`src/sv/iau_pkg.sv`:
```
// shared types and constants for the integer arithmetic unit
// no dependencies
package iau_pkg;

    // default operand width
    localparam int DATA_WIDTH_DEF = 32;

    // operation codes
    typedef logic [2:0] t_kind;
    localparam t_kind KIND_ADD = 3'd0;
    localparam t_kind KIND_SUB = 3'd1;
    localparam t_kind KIND_MUL = 3'd2;
    localparam t_kind KIND_DIV = 3'd3;
    localparam t_kind KIND_MOD = 3'd4;
    localparam t_kind KIND_POW = 3'd5;

endpackage

```
`src/sv/iau_mul.sv`:
```
// shared multiplier: low half of the product, registered output
// no dependencies
module iau_mul #(
    parameter int W = 32
) (
    input  logic         i_clk,
    input  logic [W-1:0] i_x,
    input  logic [W-1:0] i_y,
    output logic [W-1:0] o_product
);

    logic [W-1:0] r_product;
    logic [W-1:0] n_product;

    // wrapping product, low bits only
    assign n_product = i_x * i_y;

    always_ff @(posedge i_clk) begin
        r_product <= n_product;
    end

    assign o_product = r_product;

endmodule

```
`src/sv/iau_div.sv`:
```
// bit-serial restoring divider on unsigned magnitudes, one quotient bit a cycle
// no dependencies
module iau_div #(
    parameter int W = 32
) (
    input  logic         i_clk,
    input  logic         i_rst_n,
    input  logic         i_start,
    input  logic [W-1:0] i_dividend,
    input  logic [W-1:0] i_divisor,
    output logic         o_done,
    output logic [W-1:0] o_quotient,
    output logic [W-1:0] o_remainder
);

    localparam int CW = (W > 1) ? $clog2(W) : 1;

    logic          r_busy, n_busy;
    logic          r_done, n_done;
    logic [CW-1:0] r_cnt, n_cnt;
    logic [W-1:0]  r_quo, n_quo;
    logic [W-1:0]  r_rem, n_rem;
    logic [W-1:0]  r_dvs, n_dvs;

    logic [W:0]    w_shift;
    logic [W:0]    w_diff;
    logic          w_ge;

    // one trial subtraction per cycle
    assign w_shift = {r_rem, r_quo[W-1]};
    assign w_diff  = w_shift - {1'b0, r_dvs};
    assign w_ge    = (w_shift >= {1'b0, r_dvs});

    // step control
    always_comb begin
        n_busy = r_busy;
        n_done = 1'b0;
        n_cnt  = r_cnt;
        n_quo  = r_quo;
        n_rem  = r_rem;
        n_dvs  = r_dvs;
        if (i_start) begin
            n_busy = 1'b1;
            n_cnt  = CW'(W - 1);
            n_quo  = i_dividend;
            n_rem  = '0;
            n_dvs  = i_divisor;
        end else if (r_busy) begin
            n_quo = {r_quo[W-2:0], w_ge};
            n_rem = w_ge ? w_diff[W-1:0] : w_shift[W-1:0];
            n_cnt = r_cnt - 1'b1;
            if (r_cnt == '0) begin
                n_busy = 1'b0;
                n_done = 1'b1;
            end
        end
    end

    // control registers
    always_ff @(posedge i_clk) begin
        if (!i_rst_n) begin
            r_busy <= 1'b0;
            r_done <= 1'b0;
        end else begin
            r_busy <= n_busy;
            r_done <= n_done;
        end
    end

    // datapath registers
    always_ff @(posedge i_clk) begin
        r_cnt <= n_cnt;
        r_quo <= n_quo;
        r_rem <= n_rem;
        r_dvs <= n_dvs;
    end

    assign o_done      = r_done;
    assign o_quotient  = r_quo;
    assign o_remainder = r_rem;

endmodule

```
`src/sv/integer_arith_unit_with_pow.sv`:
```
// add and subtract: result in the cycle after the input word is taken; multiply: through S_MUL and S_MULR
// divide and modulo: S_DIV until the bit-serial divider signals done
// power: S_POW_A checks the exponent, S_POW_B multiplies in a set exponent bit, S_POW_C squares
// one word in flight; the input stalls from acceptance through the cycle the result is taken
// synchronous active-low reset returns to idle and clears the error flag
module integer_arith_unit_with_pow #(
    parameter int DATA_WIDTH = iau_pkg::DATA_WIDTH_DEF
) (
    input  logic                         i_clk,
    input  logic                         i_rst_n,
    input  logic                         i_valid,
    output logic                         o_stall,
    input  iau_pkg::t_kind               i_kind,
    input  logic signed [DATA_WIDTH-1:0] i_operand_a,
    input  logic signed [DATA_WIDTH-1:0] i_operand_b,
    output logic                         o_valid,
    input  logic                         i_stall,
    output logic signed [DATA_WIDTH-1:0] o_value,
    output logic                         o_error_flag
);

    import iau_pkg::*;

    localparam int W = DATA_WIDTH;

    localparam logic [2:0] S_IDLE  = 3'd0;
    localparam logic [2:0] S_MUL   = 3'd1;
    localparam logic [2:0] S_MULR  = 3'd2;
    localparam logic [2:0] S_DIV   = 3'd3;
    localparam logic [2:0] S_POW_A = 3'd4;
    localparam logic [2:0] S_POW_B = 3'd5;
    localparam logic [2:0] S_POW_C = 3'd6;
    localparam logic [2:0] S_OUT   = 3'd7;

    localparam logic [W-1:0] ONE  = {{(W-1){1'b0}}, 1'b1};
    localparam logic [W-1:0] ALL1 = '1;

    logic [2:0]   r_state, n_state;
    t_kind        r_kind, n_kind;
    logic [W-1:0] r_a, n_a;       // multiplicand or dividend, or running square for power
    logic [W-1:0] r_b, n_b;       // multiplier or divisor, or remaining exponent
    logic [W-1:0] r_acc, n_acc;
    logic [W-1:0] r_value, n_value;
    logic         r_err, n_err;

    logic [W-1:0] w_a, w_b;
    logic [W-1:0] w_mag_a, w_mag_b, w_mag_rb;
    logic         w_in_acc, w_out_acc;
    logic [W-1:0] w_mul_x, w_mul_y, w_prod;
    logic         w_div_start, w_div_done;
    logic [W-1:0] w_quo, w_rem;

    // handshake
    assign w_in_acc  = i_valid && !o_stall;
    assign w_out_acc = o_valid && !i_stall;
    assign o_stall   = (r_state != S_IDLE);
    assign o_valid   = (r_state == S_OUT);

    // operand magnitudes
    assign w_a      = i_operand_a;
    assign w_b      = i_operand_b;
    assign w_mag_a  = w_a[W-1] ? ('0 - w_a) : w_a;
    assign w_mag_b  = w_b[W-1] ? ('0 - w_b) : w_b;
    assign w_mag_rb = r_b[W-1] ? ('0 - r_b) : r_b;

    // multiplier operand select
    always_comb begin
        w_mul_x = r_a;
        w_mul_y = r_a;
        case (r_state)
            S_MUL: begin
                w_mul_x = r_a;
                w_mul_y = r_b;
            end
            S_POW_A: begin
                w_mul_x = r_b[0] ? r_acc : r_a;
                w_mul_y = r_a;
            end
            default: begin
                w_mul_x = r_a;
                w_mul_y = r_a;
            end
        endcase
    end

    iau_mul #(.W(W)) u_mul (
        .i_clk     (i_clk),
        .i_x       (w_mul_x),
        .i_y       (w_mul_y),
        .o_product (w_prod)
    );

    assign w_div_start = (r_state == S_IDLE) && w_in_acc && (w_b != '0)
                         && ((i_kind == KIND_DIV) || (i_kind == KIND_MOD));

    iau_div #(.W(W)) u_div (
        .i_clk       (i_clk),
        .i_rst_n     (i_rst_n),
        .i_start     (w_div_start),
        .i_dividend  (w_mag_a),
        .i_divisor   (w_mag_b),
        .o_done      (w_div_done),
        .o_quotient  (w_quo),
        .o_remainder (w_rem)
    );

    // sequencer
    always_comb begin
        n_state = r_state;
        n_kind  = r_kind;
        n_a     = r_a;
        n_b     = r_b;
        n_acc   = r_acc;
        n_value = r_value;
        n_err   = r_err;
        case (r_state)
            S_IDLE: begin
                if (w_in_acc) begin
                    n_kind = i_kind;
                    n_a    = w_a;
                    n_b    = w_b;
                    n_acc  = ONE;
                    case (i_kind)
                        KIND_ADD: begin
                            n_value = w_a + w_b;
                            n_state = S_OUT;
                        end
                        KIND_SUB: begin
                            n_value = w_a - w_b;
                            n_state = S_OUT;
                        end
                        KIND_MUL: begin
                            n_state = S_MUL;
                        end
                        KIND_DIV, KIND_MOD: begin
                            if (w_b == '0) begin
                                n_value = ALL1;
                                n_err   = 1'b1;
                                n_state = S_OUT;
                            end else begin
                                n_state = S_DIV;
                            end
                        end
                        KIND_POW: begin
                            if (w_b[W-1]) begin
                                // negative power
                                n_state = S_OUT;
                                if (w_a == '0) begin
                                    n_value = ALL1;
                                    n_err   = 1'b1;
                                end else begin
                                    n_err = 1'b0;
                                    if (w_a == ONE) begin
                                        n_value = ONE;
                                    end else if (w_a == ALL1) begin
                                        n_value = w_b[0] ? ALL1 : ONE;
                                    end else begin
                                        n_value = '0;
                                    end
                                end
                            end else begin
                                n_state = S_POW_A;
                            end
                        end
                        default: begin
                            n_value = '0;
                            n_state = S_OUT;
                        end
                    endcase
                end
            end
            S_MUL: begin
                n_state = S_MULR;
            end
            S_MULR: begin
                n_value = w_prod;
                n_state = S_OUT;
            end
            S_DIV: begin
                if (w_div_done) begin
                    n_err   = 1'b0;
                    n_state = S_OUT;
                    if (r_kind == KIND_DIV) begin
                        n_value = (r_a[W-1] ^ r_b[W-1]) ? ('0 - w_quo) : w_quo;
                    end else begin
                        n_value = (r_a[W-1] && (w_rem != '0)) ? (w_mag_rb - w_rem) : w_rem;
                    end
                end
            end
            S_POW_A: begin
                // exponent exhausted, or multiply in a set bit, or go straight to squaring for a clear bit
                if (r_b == '0) begin
                    n_value = r_acc;
                    n_err   = 1'b0;
                    n_state = S_OUT;
                end else if (r_b[0]) begin
                    n_state = S_POW_B;
                end else begin
                    n_state = S_POW_C;
                end
            end
            S_POW_B: begin
                n_acc   = w_prod;
                n_state = S_POW_C;
            end
            S_POW_C: begin
                n_a     = w_prod;
                n_b     = {1'b0, r_b[W-1:1]};
                n_state = S_POW_A;
            end
            S_OUT: begin
                if (w_out_acc) begin
                    n_state = S_IDLE;
                end
            end
            default: begin
                n_state = S_IDLE;
            end
        endcase
    end

    // control registers
    always_ff @(posedge i_clk) begin
        if (!i_rst_n) begin
            r_state <= S_IDLE;
            r_err   <= 1'b0;
        end else begin
            r_state <= n_state;
            r_err   <= n_err;
        end
    end

    // datapath registers
    always_ff @(posedge i_clk) begin
        r_kind  <= n_kind;
        r_a     <= n_a;
        r_b     <= n_b;
        r_acc   <= n_acc;
        r_value <= n_value;
    end

    assign o_value      = r_value;
    assign o_error_flag = r_err;

endmodule

```
`config.mk`:
```
export PLATFORM = sky130hd
export DESIGN_NAME = integer_arith_unit_with_pow
export DESIGN_NICKNAME = d
export VERILOG_FILES = /design/src/sv/iau_pkg.sv /design/src/sv/iau_mul.sv /design/src/sv/iau_div.sv /design/src/sv/integer_arith_unit_with_pow.sv
export SDC_FILE = /design/constraint.sdc
export NUM_CORES = 2
export LEC_CHECK = 0
export BUFFER_PORTS_ARGS = -buffer_cell sky130_fd_sc_hd__buf_2
export CORE_MARGIN = 5
export CORE_UTILIZATION = 40
export CTS_CLUSTER_SIZE = 24
export DETAILED_ROUTE_END_ITERATION = 12
export PLACE_DENSITY = 0.62
export SLEW_MARGIN = 15
export SYNTH_ARGS = -nofsm -noshare
export SYNTH_HDL_FRONTEND = slang
export SYNTH_SLANG_ARGS = --single-unit
```
`constraint.sdc`:
```
create_clock -name i_clk -period 15.5 [get_ports i_clk]
set_clock_uncertainty 0.15 [all_clocks]
set_input_delay 3.1 -clock i_clk [delete_from_list [all_inputs] [get_ports i_clk]]
set_output_delay 3.1 -clock i_clk [all_outputs]
set_load 0.02 [all_outputs]
```
; Word level (Yosys, flattened, before mapping)
; Cells that the tools add are included.
[word_totals]
inputBits = 71
word_cells = 133
output_inout_bits = 35
register_bits = 270
[classes]
n_eq_ne = 23
mux = 50
mul = 1
n_bitwise = 3
n_addsub = 9
reduce_logical = 31
magnitude_cmp = 1
[op_table]
columns = op, n
row1 = two-way mux 32 bit, 23
row2 = case mux 32 bit (2 select lines), 3
row3 = case mux 32 bit (5 select lines), 1
row4 = case mux 32 bit (4 select lines), 1
row5 = "subtractor 1 x 32 -> 32 bit, first input constant", 4
row6 = zero test 32 bit, 3
row7 = subtractor 32 bit, 3
row8 = nonzero test 32 bit, 2
row9 = greater-or-equal comparator 33 x 32 -> 1 bit, 1
row10 = adder 32 bit, 1
row11 = "equality test 32 x 1 -> 1 bit, second input constant", 1
row12 = "equality test 32 bit, second input constant", 1
row13 = multiplier 32 x 32 -> 32 bit, 1
row14 = two-way mux 31 bit, 1
row15 = case mux 3 bit (8 select lines), 1
row16 = "equality test 3 bit, second input constant", 6
row17 = "equality test 3 x 2 -> 1 bit, second input constant", 5
row18 = AND reduction 7 bit, 2
row19 = two-way mux 3 bit, 4
row20 = two-way mux 1 bit, 10
row21 = case mux 3 bit (3 select lines), 1
row22 = "equality test 3 x 1 -> 1 bit, second input constant", 2
row23 = logical AND 1 bit, 6
row24 = zero test 3 bit, 2
row25 = other kinds (20), 33

; Depth between registers and ports, before layout
[logic_depth]
ltp_word = 8
mapped_depth = 35
mapped_depth_nobuf = 28

; Hierarchy
; From an unflattened synthesis, not the netlist that was laid out.
[hier_totals]
hier_cells = 4015
area_unflattened_um2 = 36857.8
[modules_own_cells]
columns = module, seq_area_each_um2, cells_each, area_each_um2, n_inst
row1 = iau_mul, 640.6, 1797, 16654.7, 1
row2 = integer_arith_unit_with_pow, 4013.8, 1630, 14173.6, 1
row3 = iau_div, 2702.6, 588, 6029.5, 1

; Worst setup path before layout
; Ideal clock, no wire load.
[synth_path]
path_type = register to register
start = reg r_state[2]
end = reg u_mul.r_product[29] (netlist: u_mul.o_product[29])
n_path_buf = 7
t_required_ns = 15.278
setup_time_ns = 0.072
stages_incl_launch_ff = 31
arrival_time_ns = 8.070
slack_ns = 7.208
synth_period_minus_slack_ns = 8.292
path_cell_list = dfxtp_1 -> buf_6 -> nor2_2 -> and2_1 -> buf_2 -> buf_4 -> buf_4 -> buf_2 -> buf_1 -> mux2i_1 -> clkbuf_1 -> nor2_1 -> fa_1 -> fa_1 -> fa_1 -> inv_1 -> fa_1 -> inv_1 -> fa_1 -> fa_1 -> fa_1 -> fa_1 -> ha_1 -> a21o_1 -> a21oi_1 -> o21ai_0 -> o21bai_1 -> a21bo_2 -> nand2b_1 -> a31oi_1 -> xnor2_1
[synth_via]
elab_chain_len = 3
elab_cells_between_ends = 5
cone_classes = 1 x mul / 2 x eq/ne / 2 x mux
[synth_lines]
columns = element, line_no
row1 = start: declaration, integer_arith_unit_with_pow.sv:38  ; logic [2:0] r_state, n_state;
row2 = start signal: assignment, integer_arith_unit_with_pow.sv:228  ; r_state <= n_state;
row3 = equality test 3 bit / equality test 3 x 1 -> 1 bit (equally long branches), integer_arith_unit_with_pow.sv:70  ; case (r_state)
row4 = two-way mux 32 bit, integer_arith_unit_with_pow.sv:70
row5 = multiplier 32 x 32 -> 32 bit *, iau_mul.sv:16  ; assign n_product = i_x * i_y;
row6 = via u_mul.n_product[29], iau_mul.sv:13  ; logic [W-1:0] n_product;
row7 = end signal: assignment, iau_mul.sv:19  ; r_product <= n_product;
row8 = end: declaration, iau_mul.sv:12  ; logic [W-1:0] r_product;
; The timed path passes the listed nets; every way through them passes the cells marked *.
; A chain may end at the register's enable or synchronous reset.

; Worst setup path after layout
[layout_path]
start = reg r_state[2]
end = reg u_mul.r_product[30] (netlist: u_mul.o_product[30])
; Same word-level chain as after synthesis.

==> run summary <==
Status: finished clean
Clock Latency Late Sink: 0.55 ns
Worst setup EP type: flop
TritonCTS buffer count: 35
DRT Pass-1 Iters: 6
WP data arrival: 9.69 ns
Fraction of layout cells with a size suffix above 1: 0.108
GPL Wtd Cong: 0.996
Syn_nets: 4686
Clock Tree Buf Depth: 3
Initial Util: 0.404
MaxCap Viol Count: 0
Slew at the pin with the worst max-slew slack: 1.13 ns
Crit path launch type: flop
Routed len/inst: 25.0 µm
DIE HEIGHT: 309 µm
Die area: 0.0952 mm²
Final Worst Setup Slack: 6.09 ns
Synth Register Bits: 270
Ys Warns: 0
Post-synthesis cell count: 3980
Initial antenna violation count: 1
Synthesized area per cell: 8.96 µm²
CP max-delay cell: mux2i_2
Fmax: 106 MHz
Post-synth top cells: inv_1 (516), nor2_1 (479), fa_1 (411)
Clock root buffer: clkbuf_16
Setup Slack @ Placement: 6.25 ns
Largest net degree at the start of global routing: 72
Ranking of synthesized cells by area: fa_1 (23%), edfxtp_1 (16%), ha_1 (7.9%), inv_1 (5.4%), nor2_1 (5.0%)
Final worst-path cycle share: 0.607
RSZ-0062 raised after global routing: false
First-pass GRT wire length: 191000 µm
CTS resizes: 0
Via density: 5.81
Worst stage delay on the critical path: 0.83 ns
I/O Buffers: 105
Area delta synth->final: 8.35%
Netlist cell types: 89
ANT nets after route: 0
Vias in the first global route: 29300
Nets@finish: 4719
# DRC: 0
Global-route usage over all layers: 0.267
CTS tree: yes
Clock H-tree levels: 2
IO Count: 106
CP most frequent cell: fa_1
Seq/Total Area, Yosys: 0.206
Fillers: 8779
Worst hold slack: 0.335 ns
Clock-pin slew on the worst setup and hold paths: 0.06 ns
Total global routing overflow: 0
Hold WC Path Type: flop to flop
Core area: 0.0884 mm²
Count leader, synth: inv_1
CTS Hold Buffers Added: 0
Crit Path Class: flop to flop
N_diodes: 0
CP Data Required Time: 15.78 ns
Setup_tns: 0 ns
Min cycle time layout: 9.41 ns
Post-synth EDFFs: 195
DRT Wirelength: 130000 µm
Post-CTS Setup Bufs: 0
Via count: 30200
Fraction of registers with async set/reset: 0
Synth Flop Type: edfxtp_1
DPL Wire Length: 100000 µm
Yosys top cell by area: fa_1
Hold Vio Cnt, Final: 0
# rows: 109
Die width: 309 µm
Crit Path Max Fanout: 43
Final Slew Violations: 0
Worst relative slew slack: 0.229
Synth top area share: 0.231
# setup viols final: 0
Clock Sinks: 270
Netlist Area Pre-Place: 0.0357 mm²
Iter 0 DRT Violations: 3329
## cells in the final DEF, fill, tap and decap left out, types with 13 or more instances in the layout
| cell | n |
|---|---|
| a211oi_1 | 14 |
| a21o_1 | 44 |
| a21oi_1 | 182 |
| a22oi_1 | 19 |
| a31oi_1 | 15 |
| and3_1 | 41 |
| buf_2 | 105 |
| buf_4 | 63 |
| clkbuf_16 | 39 |
| dfxtp_1 | 73 |
| edfxtp_1 | 195 |
| fa_1 | 411 |
| ha_1 | 224 |
| inv_1 | 516 |
| mux2_2 | 116 |
| mux2i_1 | 41 |
| mux2i_2 | 31 |
| nand2_1 | 390 |
| nand2b_1 | 38 |
| nand3_1 | 32 |
| nand4_1 | 27 |
| nor2_1 | 478 |
| nor2b_1 | 21 |
| nor3_1 | 40 |
| nor4_1 | 23 |
| o211ai_1 | 20 |
| o21a_1 | 24 |
| o21ai_0 | 188 |
| o21bai_1 | 16 |
| o31ai_1 | 45 |
| o41ai_1 | 13 |
| or2_2 | 16 |
| or3_1 | 25 |
| xnor2_1 | 204 |
| xor2_1 | 106 |
## path summary, 6_finish.rpt
path | endpoint | cells after the start | slack (ns) | from
setup / recovery | u_mul.o_product[30]$_DFF_P_ | 28 | 6.09 | r_state[2]$_SDFFE_PN0P_
hold / removal | u_div.o_done$_SDFF_PP0_ | 1 | 0.33 | u_div.r_cnt[4]$_SDFFE_PP1P_
hold reg to reg | u_div.o_done$_SDFF_PP0_ | 1 | 0.33 | u_div.r_cnt[4]$_SDFFE_PP1P_
setup reg to reg | u_mul.o_product[30]$_DFF_P_ | 28 | 6.09 | r_state[2]$_SDFFE_PN0P_
## kinds of logic (layout without fill, tap and decap cells)
logic type,Yosys count,count (layout),share of synthesized area
buffers and inverters,689,748,0.0756
AOI/OAI and AO/OA,681,681,0.121
and+or+nand+nor,1201,1201,0.151
adders and majority gates,635,635,0.309
muxes,193,193,0.0601
xor gates and xnor gates,311,311,0.0764
DFF,270,270,0.206
## routing by layer
layer / vias to the layer above / track usage / share of wire
li1: 13300 / - / -
met1: 15000 / 0.380 / 0.42
met2: 1631 / 0.406 / 0.43
met3: 302 / 0.0406 / 0.095
met4: 0 / 0.122 / 0.057
met5: - / 0 / 0
## critical path: cells and delay by family, from the launching register on
family                   cells  cell delay (ns)
multiplexers                 1             0.83
AO/OA/AOI/OAI                7             1.09
XOR/XNOR                     1             0.13
AND/OR/NAND/NOR              4             0.90
adder cells (fa/ha/maj)      9             4.31
flip-flops                   1             0.65
buffers and inverters        6             1.15
## final cells by class
type	count	area, µm²	area share
flip-flops and latches	270	7360	0.190
clock buffers	49	1040	0.0270
well taps	1165	1460	0.0377
repair buffers	168	998	0.0258
clock inverters	14	91.3	0.00236
inverters	517	1940	0.0502
multi-input cells	3021	25700	0.666
## metrics by stage
| stage | instance area, µm² | instances | utilization |
|---|---|---|---|
| floorplan | 35700 | 3980 | - |
| global placement | 37500 | 5141 | 0.424 |
| detailed placement | 37500 | 5141 | 0.424 |
| CTS | 38600 | 5204 | 0.437 |
| global route | 38600 | 5204 | 0.437 |
| finish | 38600 | 5204 | 0.437 |
## flip-flops by register name (all words and copies together) (netlist names)
signal and count:
o_value 32, r_a 32, r_acc 32, r_b 32, u_div.o_quotient 32, u_div.o_remainder 32, u_div.r_dvs 32, u_mul.o_product 32
u_div.r_cnt 5, r_kind 3, r_state 3, o_error_flag 1, u_div.o_done 1, u_div.r_busy 1
Power is left out: the tool's default activity adds up to more than one toggle a clock period on the data nets, which glitch-free logic cannot reach.
